$ cat src/ultrasonic_echo_ranger_macros.svh
// Assertion macros shared by the ultrasonic echo ranger RTL.
`ifndef ULTRASONIC_ECHO_RANGER_MACROS_SVH
`define ULTRASONIC_ECHO_RANGER_MACROS_SVH

`ifndef SYNTHESIS

// Checked on every clock edge outside reset.
`define UER_ASSERT(label, clk, rst, prop) \
   label: assert property (@(posedge clk) disable iff (rst) (prop)) \
      else $error("uer assertion failed");

// Checked on every clock edge, reset included.
`define UER_ASSERT_ALWAYS(label, clk, prop) \
   label: assert property (@(posedge clk) (prop)) \
      else $error("uer assertion failed");

`else

`define UER_ASSERT(label, clk, rst, prop)
`define UER_ASSERT_ALWAYS(label, clk, prop)

`endif

`endif

$ cat src/uer_pkg.sv
// Shared types and constants of the ultrasonic echo ranger.
`default_nettype none

package uer_pkg;

   // Counter width of the elapsed and width counters.
   localparam int CountBitsDefault = 16;

   // Configuration port geometry.
   localparam int CsrAddrBits = 5;
   localparam int CsrDataBits = 32;
   localparam int RegIdxBits  = 3;

   // Register indexes.
   localparam logic [RegIdxBits-1:0] RegEchoTimeout  = 3'd0;
   localparam logic [RegIdxBits-1:0] RegTrigLow      = 3'd1;
   localparam logic [RegIdxBits-1:0] RegTrigHigh     = 3'd2;
   localparam logic [RegIdxBits-1:0] RegActiveLevel  = 3'd3;
   localparam logic [RegIdxBits-1:0] RegDistScale    = 3'd4;

   // Reset values of the registers.
   localparam logic [15:0] EchoTimeoutReset = 16'd10000;
   localparam logic [7:0]  TrigLowReset     = 8'd2;
   localparam logic [7:0]  TrigHighReset    = 8'd10;
   localparam logic        ActiveLevelReset = 1'b1;
   localparam logic [15:0] DistScaleReset   = 16'd1124;

   typedef enum logic [2:0] {
      PH_IDLE,
      PH_TRIG_LOW,
      PH_TRIG_HIGH,
      PH_WAIT,
      PH_MEAS
   } phase_type;

   typedef struct packed {
      logic [15:0] echo_timeout;
      logic [7:0]  trig_low;
      logic [7:0]  trig_high;
      logic        active_level;
      logic [15:0] dist_scale;
   } cfg_type;

   typedef struct packed {
      logic        trigger_level;
      logic        busy;
      logic        done;
      logic        timed_out;
      logic [15:0] pulse_width;
      logic [15:0] distance;
   } result_type;

endpackage

`default_nettype wire

$ cat src/uer_csr.sv
// Configuration register file of the ultrasonic echo ranger.
`default_nettype none

module uer_csr (
   input  wire logic                              clock,
   input  wire logic                              reset,
   input  wire logic                              csr_psel,
   input  wire logic                              csr_penable,
   input  wire logic                              csr_pwrite,
   input  wire logic [uer_pkg::CsrAddrBits-1:0]   csr_paddr,
   input  wire logic [uer_pkg::CsrDataBits-1:0]   csr_pwdata,
   output logic      [uer_pkg::CsrDataBits-1:0]   csr_prdata,
   output logic                                   csr_pready,
   output uer_pkg::cfg_type                       cfg
);

   uer_pkg::cfg_type                 cfg_ff;
   uer_pkg::cfg_type                 cfg_in;
   logic [uer_pkg::RegIdxBits-1:0]   reg_idx;
   logic                             wr_en;

   assign reg_idx    = csr_paddr[uer_pkg::CsrAddrBits-1:2];
   assign wr_en      = csr_psel && csr_penable && csr_pwrite;
   assign csr_pready = 1'b1;
   assign cfg        = cfg_ff;

   always_comb begin
      cfg_in = cfg_ff;
      if (wr_en) begin
         unique case (reg_idx)
            uer_pkg::RegEchoTimeout: cfg_in.echo_timeout = csr_pwdata[15:0];
            uer_pkg::RegTrigLow:     cfg_in.trig_low     = csr_pwdata[7:0];
            uer_pkg::RegTrigHigh:    cfg_in.trig_high    = csr_pwdata[7:0];
            uer_pkg::RegActiveLevel: cfg_in.active_level = csr_pwdata[0];
            uer_pkg::RegDistScale:   cfg_in.dist_scale   = csr_pwdata[15:0];
            default: ;
         endcase
      end
   end

   always_comb begin
      unique case (reg_idx)
         uer_pkg::RegEchoTimeout: csr_prdata = 32'(cfg_ff.echo_timeout);
         uer_pkg::RegTrigLow:     csr_prdata = 32'(cfg_ff.trig_low);
         uer_pkg::RegTrigHigh:    csr_prdata = 32'(cfg_ff.trig_high);
         uer_pkg::RegActiveLevel: csr_prdata = 32'(cfg_ff.active_level);
         uer_pkg::RegDistScale:   csr_prdata = 32'(cfg_ff.dist_scale);
         default:                 csr_prdata = '0;
      endcase
   end

   always_ff @(posedge clock) begin
      if (reset) begin
         cfg_ff.echo_timeout <= uer_pkg::EchoTimeoutReset;
         cfg_ff.trig_low     <= uer_pkg::TrigLowReset;
         cfg_ff.trig_high    <= uer_pkg::TrigHighReset;
         cfg_ff.active_level <= uer_pkg::ActiveLevelReset;
         cfg_ff.dist_scale   <= uer_pkg::DistScaleReset;
      end else begin
         cfg_ff <= cfg_in;
      end
   end

endmodule

`default_nettype wire

$ cat src/uer_core.sv
// Measurement sequencer: trigger timing, echo wait, width count and distance.
`default_nettype none

module uer_core #(
   parameter int COUNT_BITS = uer_pkg::CountBitsDefault
) (
   input  wire logic                 clock,
   input  wire logic                 reset,
   input  wire logic                 step,
   input  wire logic                 start_req,
   input  wire logic                 echo_level,
   input  wire uer_pkg::cfg_type     cfg,
   output uer_pkg::result_type       result
);

   localparam int LimW = (COUNT_BITS > 16) ? COUNT_BITS : 16;
   localparam logic [COUNT_BITS-1:0] CountOne = COUNT_BITS'(1);
   localparam logic [COUNT_BITS-1:0] CountMax = {COUNT_BITS{1'b1}};
   localparam logic [LimW-1:0]       CountMaxWide = LimW'(CountMax);

   uer_pkg::phase_type       phase_ff;
   uer_pkg::phase_type       phase_in;
   logic [7:0]               trig_cnt_ff;
   logic [7:0]               trig_cnt_in;
   logic [COUNT_BITS-1:0]    elapsed_ff;
   logic [COUNT_BITS-1:0]    elapsed_in;
   logic [COUNT_BITS-1:0]    width_ff;
   logic [COUNT_BITS-1:0]    width_in;

   logic [LimW-1:0]          timeout_wide;
   logic [COUNT_BITS-1:0]    limit;
   logic [COUNT_BITS-1:0]    elapsed_inc;
   logic [COUNT_BITS-1:0]    width_inc;
   logic                     echo_hit;
   logic                     limit_hit;
   logic                     done;
   logic                     timed_out;
   logic [COUNT_BITS-1:0]    width_sel;
   logic [15:0]              width16;
   logic [31:0]              product;

   // A timeout beyond the counter range saturates at the largest count.
   assign timeout_wide = LimW'(cfg.echo_timeout);
   assign limit = (timeout_wide > CountMaxWide) ? CountMax : timeout_wide[COUNT_BITS-1:0];

   assign elapsed_inc = (elapsed_ff == CountMax) ? elapsed_ff : elapsed_ff + CountOne;
   assign width_inc   = (width_ff == CountMax) ? width_ff : width_ff + CountOne;
   assign echo_hit    = (echo_level == cfg.active_level);
   assign limit_hit   = (elapsed_inc >= limit);

   // Next phase.
   always_comb begin
      phase_in = phase_ff;
      unique case (phase_ff)
         uer_pkg::PH_IDLE: begin
            if (start_req) begin
               phase_in = (cfg.trig_low != 8'd0) ? uer_pkg::PH_TRIG_LOW
                                                 : uer_pkg::PH_TRIG_HIGH;
            end
         end
         uer_pkg::PH_TRIG_LOW: begin
            if (trig_cnt_ff >= cfg.trig_low) begin
               phase_in = uer_pkg::PH_TRIG_HIGH;
            end
         end
         uer_pkg::PH_TRIG_HIGH: begin
            if (trig_cnt_ff >= cfg.trig_high) begin
               phase_in = uer_pkg::PH_WAIT;
            end
         end
         uer_pkg::PH_WAIT: begin
            if (echo_hit) begin
               phase_in = uer_pkg::PH_MEAS;
            end else if (limit_hit) begin
               phase_in = uer_pkg::PH_IDLE;
            end
         end
         uer_pkg::PH_MEAS: begin
            if (!echo_hit || limit_hit) begin
               phase_in = uer_pkg::PH_IDLE;
            end
         end
         default: phase_in = uer_pkg::PH_IDLE;
      endcase
   end

   // Counters and result flags.
   always_comb begin
      trig_cnt_in = trig_cnt_ff;
      elapsed_in  = elapsed_ff;
      width_in    = width_ff;
      done        = 1'b0;
      timed_out   = 1'b0;
      width_sel   = '0;
      unique case (phase_ff)
         uer_pkg::PH_IDLE: begin
            if (start_req) begin
               trig_cnt_in = 8'd1;
            end
         end
         uer_pkg::PH_TRIG_LOW: begin
            trig_cnt_in = (trig_cnt_ff >= cfg.trig_low) ? 8'd1 : trig_cnt_ff + 8'd1;
         end
         uer_pkg::PH_TRIG_HIGH: begin
            if (trig_cnt_ff >= cfg.trig_high) begin
               trig_cnt_in = 8'd0;
               elapsed_in  = '0;
               width_in    = '0;
            end else begin
               trig_cnt_in = trig_cnt_ff + 8'd1;
            end
         end
         uer_pkg::PH_WAIT: begin
            elapsed_in = elapsed_inc;
            if (echo_hit) begin
               width_in = CountOne;
            end else if (limit_hit) begin
               done      = 1'b1;
               timed_out = 1'b1;
            end
         end
         uer_pkg::PH_MEAS: begin
            elapsed_in = elapsed_inc;
            if (!echo_hit) begin
               done      = 1'b1;
               width_sel = width_ff;
            end else if (limit_hit) begin
               done      = 1'b1;
               timed_out = 1'b1;
            end else begin
               width_in = width_inc;
            end
         end
         default: ;
      endcase
   end

   assign width16 = 16'(width_sel);
   assign product = 32'(width16) * 32'(cfg.dist_scale);

   always_comb begin
      result.trigger_level = (phase_in == uer_pkg::PH_TRIG_HIGH);
      result.busy          = (phase_in != uer_pkg::PH_IDLE);
      result.done          = done;
      result.timed_out     = timed_out;
      result.pulse_width   = width16;
      result.distance      = product[31:16];
   end

   always_ff @(posedge clock) begin
      if (reset) begin
         phase_ff    <= uer_pkg::PH_IDLE;
         trig_cnt_ff <= '0;
         elapsed_ff  <= '0;
         width_ff    <= '0;
      end else if (step) begin
         phase_ff    <= phase_in;
         trig_cnt_ff <= trig_cnt_in;
         elapsed_ff  <= elapsed_in;
         width_ff    <= width_in;
      end
   end

endmodule

`default_nettype wire

$ cat src/ultrasonic_echo_ranger.sv
// Top level of the ultrasonic echo ranger: request/response channels and CSR port.
`default_nettype none

`include "ultrasonic_echo_ranger_macros.svh"

// Channel   Direction  Handshake              Contents
// req_      in         req_valid / req_ready  one microsecond tick: start, echo sample
// rsp_      out        rsp_valid / rsp_ready  trigger, busy, done, timeout, width, distance
// csr_      in/out     APB psel/penable       five configuration registers, 32-bit data
//
// Every request yields exactly one response, registered when it is accepted; unless
// a response stalls, a request can be accepted in every cycle: one tick per cycle.
// The sequencer state and the response register are the only storage in the tick path.
// When a response waits in the response register with rsp_ready low, req_ready drops
// in the same cycle and the sequencer holds. Reset is synchronous and clears the
// sequencer to idle, the response register to empty and the CSRs to their defaults.

module ultrasonic_echo_ranger #(
   parameter int COUNT_BITS = uer_pkg::CountBitsDefault
) (
   input  wire logic                              clock,
   input  wire logic                              reset,

   input  wire logic                              req_valid,
   output logic                                   req_ready,
   input  wire logic                              req_start_req,
   input  wire logic                              req_echo_level,

   output logic                                   rsp_valid,
   input  wire logic                              rsp_ready,
   output logic                                   rsp_trigger_level,
   output logic                                   rsp_busy_res,
   output logic                                   rsp_done_res,
   output logic                                   rsp_timed_out,
   output logic      [15:0]                       rsp_pulse_width_us,
   output logic      [15:0]                       rsp_distance_cm,

   input  wire logic                              csr_psel,
   input  wire logic                              csr_penable,
   input  wire logic                              csr_pwrite,
   input  wire logic [uer_pkg::CsrAddrBits-1:0]   csr_paddr,
   input  wire logic [uer_pkg::CsrDataBits-1:0]   csr_pwdata,
   output logic      [uer_pkg::CsrDataBits-1:0]   csr_prdata,
   output logic                                   csr_pready
);

   uer_pkg::cfg_type      cfg;
   uer_pkg::result_type   result;
   uer_pkg::result_type   rsp_ff;
   logic                  rsp_valid_ff;
   logic                  rsp_valid_in;
   logic                  accept;

   // The response register frees up when it is empty or being drained this cycle.
   assign req_ready = !rsp_valid_ff || rsp_ready;
   assign accept    = req_valid && req_ready;

   uer_csr u_csr (
      .clock       (clock),
      .reset       (reset),
      .csr_psel    (csr_psel),
      .csr_penable (csr_penable),
      .csr_pwrite  (csr_pwrite),
      .csr_paddr   (csr_paddr),
      .csr_pwdata  (csr_pwdata),
      .csr_prdata  (csr_prdata),
      .csr_pready  (csr_pready),
      .cfg         (cfg)
   );

   // The sequencer advances by one tick exactly when a request is accepted.
   uer_core #(
      .COUNT_BITS (COUNT_BITS)
   ) u_core (
      .clock      (clock),
      .reset      (reset),
      .step       (accept),
      .start_req  (req_start_req),
      .echo_level (req_echo_level),
      .cfg        (cfg),
      .result     (result)
   );

   always_comb begin
      if (accept) begin
         rsp_valid_in = 1'b1;
      end else if (rsp_ready) begin
         rsp_valid_in = 1'b0;
      end else begin
         rsp_valid_in = rsp_valid_ff;
      end
   end

   always_ff @(posedge clock) begin
      if (reset) begin
         rsp_valid_ff <= 1'b0;
      end else begin
         rsp_valid_ff <= rsp_valid_in;
      end
   end

   // Payload needs no reset; it is qualified by the valid flag.
   always_ff @(posedge clock) begin
      if (accept) begin
         rsp_ff <= result;
      end
   end

   assign rsp_valid          = rsp_valid_ff;
   assign rsp_trigger_level  = rsp_ff.trigger_level;
   assign rsp_busy_res       = rsp_ff.busy;
   assign rsp_done_res       = rsp_ff.done;
   assign rsp_timed_out      = rsp_ff.timed_out;
   assign rsp_pulse_width_us = rsp_ff.pulse_width;
   assign rsp_distance_cm    = rsp_ff.distance;

   // A stalled response must hold off new requests.
   `UER_ASSERT(a_stall_blocks_req, clock, reset, (rsp_valid && !rsp_ready) |-> !req_ready)
   // The tick that finishes a measurement already reports idle.
   `UER_ASSERT(a_done_not_busy, clock, reset, (rsp_valid && rsp_done_res) |-> !rsp_busy_res)
   // A timeout is a finished measurement with no width and no distance.
   `UER_ASSERT(a_timeout_zero, clock, reset, (rsp_valid && rsp_timed_out) |-> (rsp_done_res && rsp_pulse_width_us == 16'd0 && rsp_distance_cm == 16'd0))
   // The trigger pin is only driven high inside a measurement.
   `UER_ASSERT(a_trigger_busy, clock, reset, (rsp_valid && rsp_trigger_level) |-> rsp_busy_res)
   // Reset empties the response register.
   `UER_ASSERT_ALWAYS(a_reset_empty, clock, reset |=> !rsp_valid)

endmodule

`default_nettype wire
$ cat config.mk
export PLATFORM = sky130hd
export DESIGN_NAME = ultrasonic_echo_ranger
export DESIGN_NICKNAME = d
export VERILOG_FILES = /design/src/uer_pkg.sv /design/src/uer_csr.sv /design/src/uer_core.sv /design/src/ultrasonic_echo_ranger.sv
export VERILOG_INCLUDE_DIRS = /design/src /design/src/src
export SDC_FILE = /design/constraint.sdc
export NUM_CORES = 1
export LEC_CHECK = 0
export BUFFER_PORTS_ARGS = -buffer_cell sky130_fd_sc_hd__buf_2
export CAP_MARGIN = 25
export CORE_MARGIN = 10
export CORE_UTILIZATION = 50
export DETAILED_ROUTE_END_ITERATION = 16
export HOLD_SLACK_MARGIN = 0.1
export PLACE_DENSITY = 0.66
export SYNTH_ARGS = -nofsm -noshare
export SYNTH_HDL_FRONTEND = slang
export SYNTH_SLANG_ARGS = --single-unit
$ cat constraint.sdc
create_clock -name clock -period 8 [get_ports clock]
set_clock_uncertainty 0.1 [all_clocks]
set_input_delay 0.8 -clock clock [delete_from_list [all_inputs] [get_ports clock]]
set_output_delay 0.8 -clock clock [all_outputs]
set_load 0.05 [all_outputs]
==> impl_results.md, run 1 <==
* Worst Path Buf+Inv at 4
* Post-place instance area at roughly 0.016 mm^2
* Multi-input combinational cell area at roughly 0.011 mm^2
* Maximum vdd drop at 130 uV
* Max-slew headroom at 35.8%
* Clock sinks at roughly 130
* Count of cell types in the netlist at just under 70
* Clock Latency Late Sink at between 0.4 and 0.5 ns
* Post-DP HPWL at 29800 um
* Crit end category: register
* Mapped Cells at approximately 1700
* Gr ovfl total at 0
* Finished Core Util at between 50 and 60%
* Clk network pwr share at between 40% and 50%
* Design area at roughly 0.016 mm^2
* Drc violations at 0
* FILL cells at roughly 2700
* First-pass GRT wire length at about 64000 um
* Final hold violations at 0
* Via count at about 12000
* CP delay by family, top: adder cells
* Die Area at 0.0371 mm^2
* #FFs+latches synth at between 100 and 150
* Number of enable flip-flop cells after synthesis at 36
* Via density at between 5 and 6
* P_leak at 0.00851 uW
* Max Freq at 131 MHz
* Setup tns final at 0 ns
* Slew @ Worst Pin at a little under 1 ns
* Clock Path Buffers at 2
* CTS Root Cell: clkbuf_16
* Final setup fails at 0
* Ant. Diodes at 0
* Core ar. at around 0.030 mm^2
* Crit-path max FO at 20
* Ys Warns at 0
* DIE WIDTH at a little under 200 um
* Cts repair resizes at 0
* Tmin final at approximately 7.6 ns
* Clock transition at path regs at approximately 0.070 ns
* Critical-path cell list: or3b_2 -> nor2_4 -> and2_1 -> buf_4 -> nand2_1 -> fa_1 -> fa_1 -> fa_1 -> fa_1 -> inv_1 -> fa_1 -> fa_1 -> ha_1 -> a211oi_1 -> o21ai_0 -> and3_1 -> or3_1 -> a311oi_1 -> buf_4 -> inv_1 -> a21oi_1 -> xnor2_1
* Met1 global-route usage at 29.1%
* Busiest layer in global routing: met2
* Status: finished, final reports clean
* Most common cell after layout, fill and taps aside: inv_1
* Antenna Violating Nets Remaining at 0
* Worst path required time at 8.09 ns
* Pint at around 1100 uW
* Synth Flop Type: dfxtp_1
* Initial Util at 50.4%
* Layout cells sized above 1 at 10.1%
* Overall power at approximately 1600 uW
* Port Buffers at between 80 and 90
* Router iterations before antenna repair at 7
* FP Rows at 63
* Routed length per placed instance at around 18 um
* CP dominant cell by count: fa_1
* Min-Delay Path Class: reg2reg
* Gpl congestion at between 0.8 and 0.9
* Crit-path max cell delay at around 0.58 ns
* Setup Fix Bufs, Post-CTS at 0
* Vias in the first global route at 12200
* Final wirelength at 39200 um
* Largest area contributor in the netlist: fa_1
* Seq/Total Area, Yosys at between 10% and 20%
* Pwr/cell area at a little over 100 mW/mm^2
* Sw Pwr at roughly 500 uW
* Nets at 2141
* Tot GR Track Use at approximately 22%
* Register share of total power at a little over two fifths
* Num CTS Buffers at 17
* CP arrival at around 7.7 ns
* Final period utilization at a little over nine tenths
* Initial antenna violation count at 0
* Synth top area cells: fa_1 (26%), dfxtp_1 (12%), ha_1 (11%), edfxtp_1 (7.3%), inv_1 (6.6%)
* Commonest cells after routing, fill and taps aside: inv_1 (264), nand2_1 (263), fa_1 (193)
* Area Overhead vs Synth at 9.26%
* Combinational Power Share at 9.5%
* Critical path launch point type: register
* Die H at 193 um
* RSZ-0062 raised after global routing: no
* CTS hold repair buffers at 0
* M3 GR Usage at around 3.4%
* CTS tree: yes
* Avg Inst Size Synth at 8.65 um^2
* Switching share of power at 30.3%
* Slowest-stage cell, CP: dfxtp_1
* Tightest hold margin at approximately 0.38 ns
* Detailed Route Iter0 Violations at roughly 910
* Mapped cell area at approximately 0.015 mm^2
* Met2 global-route usage at between 30% and 40%
* Maxcap violations at 0
* CTS HTree Levels at 4
* Largest net degree at the start of global routing at 55
* Synth top area share at roughly a quarter
* Post-synth ARST share at 0%
* Ports at approximately 120
* Fin. max-slew vios at 0
* CP Class: reg2reg
* Reg area at 0.00294 mm^2
## worst register-to-register path, cell delays in order (launching register included)
cell and delay, ns:
dfxtp_1 0.58, or3b_2 0.53, nor2_4 0.36, and2_1 0.46
buf_4 0.22, nand2_1 0.07, fa_1 0.52, fa_1 0.47
fa_1 0.51, fa_1 0.55, inv_1 0.05, fa_1 0.49
fa_1 0.41, ha_1 0.32, a211oi_1 0.19, o21ai_0 0.16
and3_1 0.20, or3_1 0.40, a311oi_1 0.32, buf_4 0.19
inv_1 0.04, a21oi_1 0.16, xnor2_1 0.08
## worst paths after layout
check | from | to | slack [ns] | cells after the start
worst max-delay path | u_core.phase_ff[2]$_SDFFE_PP0P_ | rsp_distance_cm[6]$_DFFE_PP_ | 0.37 | 22
worst min-delay path | u_csr.cfg[47]$_SDFFE_PP0P_ | u_csr.cfg[47]$_SDFFE_PP0P_ | 0.38 | 2
worst max register to register | u_core.phase_ff[2]$_SDFFE_PP0P_ | rsp_distance_cm[6]$_DFFE_PP_ | 0.37 | 22
worst min register to register | u_csr.cfg[47]$_SDFFE_PP0P_ | u_csr.cfg[47]$_SDFFE_PP0P_ | 0.38 | 2
## power by group through the flow
stage,clock [uW],combinational [uW],sequential [uW]
CTS,794,155,696
finish,788,156,696
global placement,0,153,710
floorplan,0,88.4,739
detailed placement,0,154,710
global route,820,165,697
## area by class of cell
class	instances	area share, %
sequential	129	18.1
inverter	265	6.11
multi-input combinational	1225	64.5
tap	390	3.00
clock inverter	13	0.715
clock buffer	18	2.77
timing repair buffer	128	4.81
## logic make-up (layout without fill, tap and decap cells)
kind of cell | Yosys count | in the layout | synth area share, %
other | 2 | 17 | 0.0504
and+or+nand+nor | 601 | 601 | 19.5
AOI/OAI and AO/OA | 209 | 209 | 8.73
buffers and inverters | 385 | 424 | 10.2
DFF | 129 | 129 | 19.7
muxes | 36 | 36 | 2.43
adders and majority gates | 329 | 329 | 37.3
xor gates and xnor gates | 33 | 33 | 1.99
## through the flow
stage / instances / worst slack [ns]
3_5_place_dp: 2137 / 0.416
3_3_place_gp: 2136 / 0.486
4_1_cts: 2168 / 0.436
5_1_grt: 2168 / 0.0364
6_report: 2168 / 0.373
2_1_floorplan: 1739 / 0.761
## synthesized netlist by cell type (17+ instances only)
| cell | count |
|---|---|
| a21o_1 | 18 |
| a21oi_1 | 82 |
| and2_1 | 21 |
| and3_1 | 126 |
| buf_4 | 17 |
| clkbuf_1 | 95 |
| dfxtp_1 | 93 |
| edfxtp_1 | 36 |
| fa_1 | 193 |
| ha_1 | 136 |
| inv_1 | 264 |
| mux2i_1 | 34 |
| nand2_1 | 263 |
| nand3_1 | 34 |
| nor2_1 | 80 |
| o21ai_0 | 42 |
| xnor2_1 | 17 |
## metal layers
metal / vias to the layer above / wire length (um)
li1: 5640 / -
met1: 5972 / 17300
met2: 379 / 18900
met3: 65 / 2200
met4: 0 / 805
met5: - / 0
## sequential cells by signal, indices dropped and copies added, names as in the netlist, 3 cells and up
name                count
rsp_distance_cm        16
rsp_pulse_width_us     16
u_core.elapsed_ff      16
u_core.phase_ff         3
u_core.trig_cnt_ff      8
u_core.width_ff        16
u_csr.cfg              49
(Power assumes the default switching activity.)
==> run 2: changes to the inputs <==
--- a/config.mk
+++ b/config.mk
@@ -8,7 +8,7 @@
 export LEC_CHECK = 0
 export BUFFER_PORTS_ARGS = -buffer_cell sky130_fd_sc_hd__buf_2
 export CAP_MARGIN = 25
-export CORE_MARGIN = 10
+export CORE_MARGIN = 2
 export CORE_UTILIZATION = 50
 export DETAILED_ROUTE_END_ITERATION = 16
 export HOLD_SLACK_MARGIN = 0.1
==> run 2 against run 1 <==
Compared with the run above:
- combinational power about the same
- via count down 0.15%
- clock power up 4.1%
- critical path depth stayed put
- register-to-register slack is essentially flat
- setup slack gained 0.0093 ns
- first-iteration DRC count down 19%
- critical path type unchanged
- highest routed layer unchanged
==> impl_results.md, run 2 (synthesis gave the netlist of run 1 again) <==
* Status: finished, final reports clean
* Pwr/cell area at 102 mW/mm^2
* CP arrival at 7.71 ns
* Placed insts at 2140
* FILL cells at around 2700
* Met1 global-route usage at between 30% and 40%
* Most common cell after layout, fill and taps aside: inv_1
* Nets at between 2000 and 2500
* Die H at 177 um
* Layout cells sized above 1 at between 10% and 20%
* Initial Util at 50.6%
* CTS Root Cell: clkbuf_16
* Hold_sp: u_csr.cfg[40]$_SDFFE_PP0P_
* Die Area at ~0.031 mm^2
* Largest net degree at the start of global routing at 66
* Maxcap violations at 0
* Busiest layer in global routing: met2
* Hold path depth at 2
* Initial antenna violation count at 0
* First-pass GRT wire length at roughly 63000 um
* Num CTS Buffers at 17
* Final hold violations at 0
* Critical path launch point type: register
* Crit-path max cell delay at 0.56 ns
* Max Freq at about 130 MHz
* Commonest cells after routing, fill and taps aside: inv_1 (264), nand2_1 (263), fa_1 (193)
* CP Class: reg2reg
* M3 GR Usage at between 4 and 5%
* Slowest-stage cell, CP: dfxtp_1
* Ant. Diodes at 0
* Antenna Violating Nets Remaining at 0
* Post-DP HPWL at just under 30000 um
* P_leak at about 0.0085 uW
* Reg2Reg Launch Point: u_core.phase_ff[2]$_SDFFE_PP0P_
* Crit end category: register
* Crit-path max FO at 22
* Via count at ~12000
* Final wirelength at around 39000 um
* CP dominant cell by count: fa_1
* RR Endpoint: rsp_distance_cm[6]$_DFFE_PP_
* Setup tns final at 0 ns
* Min-Delay Path Class: reg2reg
* Detailed Route Iter0 Violations at between 700 and 800
* Final period utilization at 95.2%
* CP delay by family, top: adder cells
* Design area at roughly 0.016 mm^2
* Vias in the first global route at approximately 12000
* Clock transition at path regs at 0.06 ns
* CTS tree: yes
* Routed length per placed instance at around 18 um
* Worst path required time at 8.09 ns
* Cells on worst reg2reg path at 22
* Via density at 5.54
* Clock sinks at approximately 130
* FP Rows at 63
* Final setup fails at 0
* Slew @ Worst Pin at 0.935 ns
* Critical-path cell list: or3b_2 -> nor2_4 -> and2_2 -> buf_4 -> nand2_1 -> fa_1 -> fa_1 -> fa_1 -> fa_1 -> inv_1 -> fa_1 -> fa_1 -> ha_1 -> a211oi_1 -> o21ai_0 -> and3_1 -> or3_1 -> a311oi_1 -> buf_4 -> inv_1 -> a21oi_1 -> xnor2_1
* Worst Path Buf+Inv at 4
* Overall power at 1670 uW
* RSZ-0062 raised after global routing: no
* Ports at around 120
* Setup Fix Bufs, Post-CTS at 0
* Area Overhead vs Synth at 9.51%
* Met2 global-route usage at a little over two fifths
* Layout Cells excl Fill at 2171
* Core ar. at between 0.02 and 0.03 mm^2
* Tot GR Track Use at between 20% and 30%
* Fin. max-slew vios at 0
* Tmin final at 7.62 ns
* Max reg flops at 49
* Router iterations before antenna repair at 5
* Port Buffers at 81
* Gr ovfl total at 0
* CTS HTree Levels at 4
* Maximum vdd drop at between 100 and 150 uV
* Worst R2R Setup Slack at between 0.3 and 0.4 ns
* Hold Path Sink: u_csr.cfg[40]$_SDFFE_PP0P_
* Post-place instance area at ~0.016 mm^2
* Gpl congestion at between 0.8 and 0.9
* DIE WIDTH at around 180 um
* Clock Path Buffers at 2
* Max-slew headroom at between 30% and 40%
* Drc violations at 0
* Clock Latency Late Sink at ~0.45 ns
-- run 2: changes by cell type in the layout (fill, tap and decap cells not counted), sizes merged --
cell      delta
bufinv       +2
clkinv       +1
inv          -1
clkinvlp     -2
buf          +3
-- run 2: worst register-to-register path, delay by kind of cell, from the launching register on --
kind | cells | cell delay (ns)
adders and majority gates | 7 | 3.27
AOI/OAI and AO/OA | 4 | 0.91
buffers and inverters | 4 | 0.48
DFF | 1 | 0.56
xor gates and xnor gates | 1 | 0.08
and+or+nand+nor | 6 | 1.96
-- run 2: final cells by class --
class | count | area [um^2] | share of cell area [%]
clock buffer | 18 | 439 | 2.69
clock inverter | 13 | 150 | 0.920
inverter | 265 | 995 | 6.09
multi-input combinational | 1225 | 10500 | 64.4
sequential | 129 | 2940 | 18.0
tap | 390 | 488 | 2.99
timing repair buffer | 131 | 797 | 4.88
-- run 2: routing by layer --
metal,vias up,share of wire (%)
met5,-,0
li1,5658,-
met2,363,47
met1,5950,44
met4,0,2.6
met3,67,5.8
-- run 2: how the worst max path moves through the flow --
stage,end,depth (start not counted),slack [ns],from
global placement,rsp_distance_cm[6]$_DFFE_PP_,23,0.47,req_echo_level
CTS,rsp_distance_cm[6]$_DFFE_PP_,22,0.36,u_core.phase_ff[2]$_SDFFE_PP0P_
floorplan,rsp_distance_cm[10]$_DFFE_PP_,27,0.76,req_echo_level
global route,rsp_distance_cm[6]$_DFFE_PP_,22,0.001,u_core.phase_ff[2]$_SDFFE_PP0P_
finish,rsp_distance_cm[6]$_DFFE_PP_,22,0.38,u_core.phase_ff[2]$_SDFFE_PP0P_
detailed placement,rsp_distance_cm[6]$_DFFE_PP_,23,0.38,req_echo_level
-- run 2: what timing repair did --
item / CTS / global route
hold buffers: 0 / 0
gates resized for setup: 0 / 2
endpoints found under the setup margin: 0 / 1
-- run 2: power breakdown --
part / leakage (uW) / internal (uW) / switching (uW) / total [uW]
Clock: 0.000286 / 472 / 348 / 820
Sequential: 0.00111 / 684 / 11.5 / 696
Combinational: 0.00715 / 34.0 / 119 / 153
Total: 0.00854 / 1190 / 479 / 1670
-- run 2: metrics by stage --
stage          utilization [%]  hold slack, ns  worst slack [ns]
3_5_place_dp              53.4           0.363             0.375
4_1_cts                   55.4           0.373             0.355
2_1_floorplan                -           0.349             0.761
3_3_place_gp              53.4           0.356             0.468
6_report                  55.4           0.374             0.383
5_1_grt                   55.4           0.387           0.00133
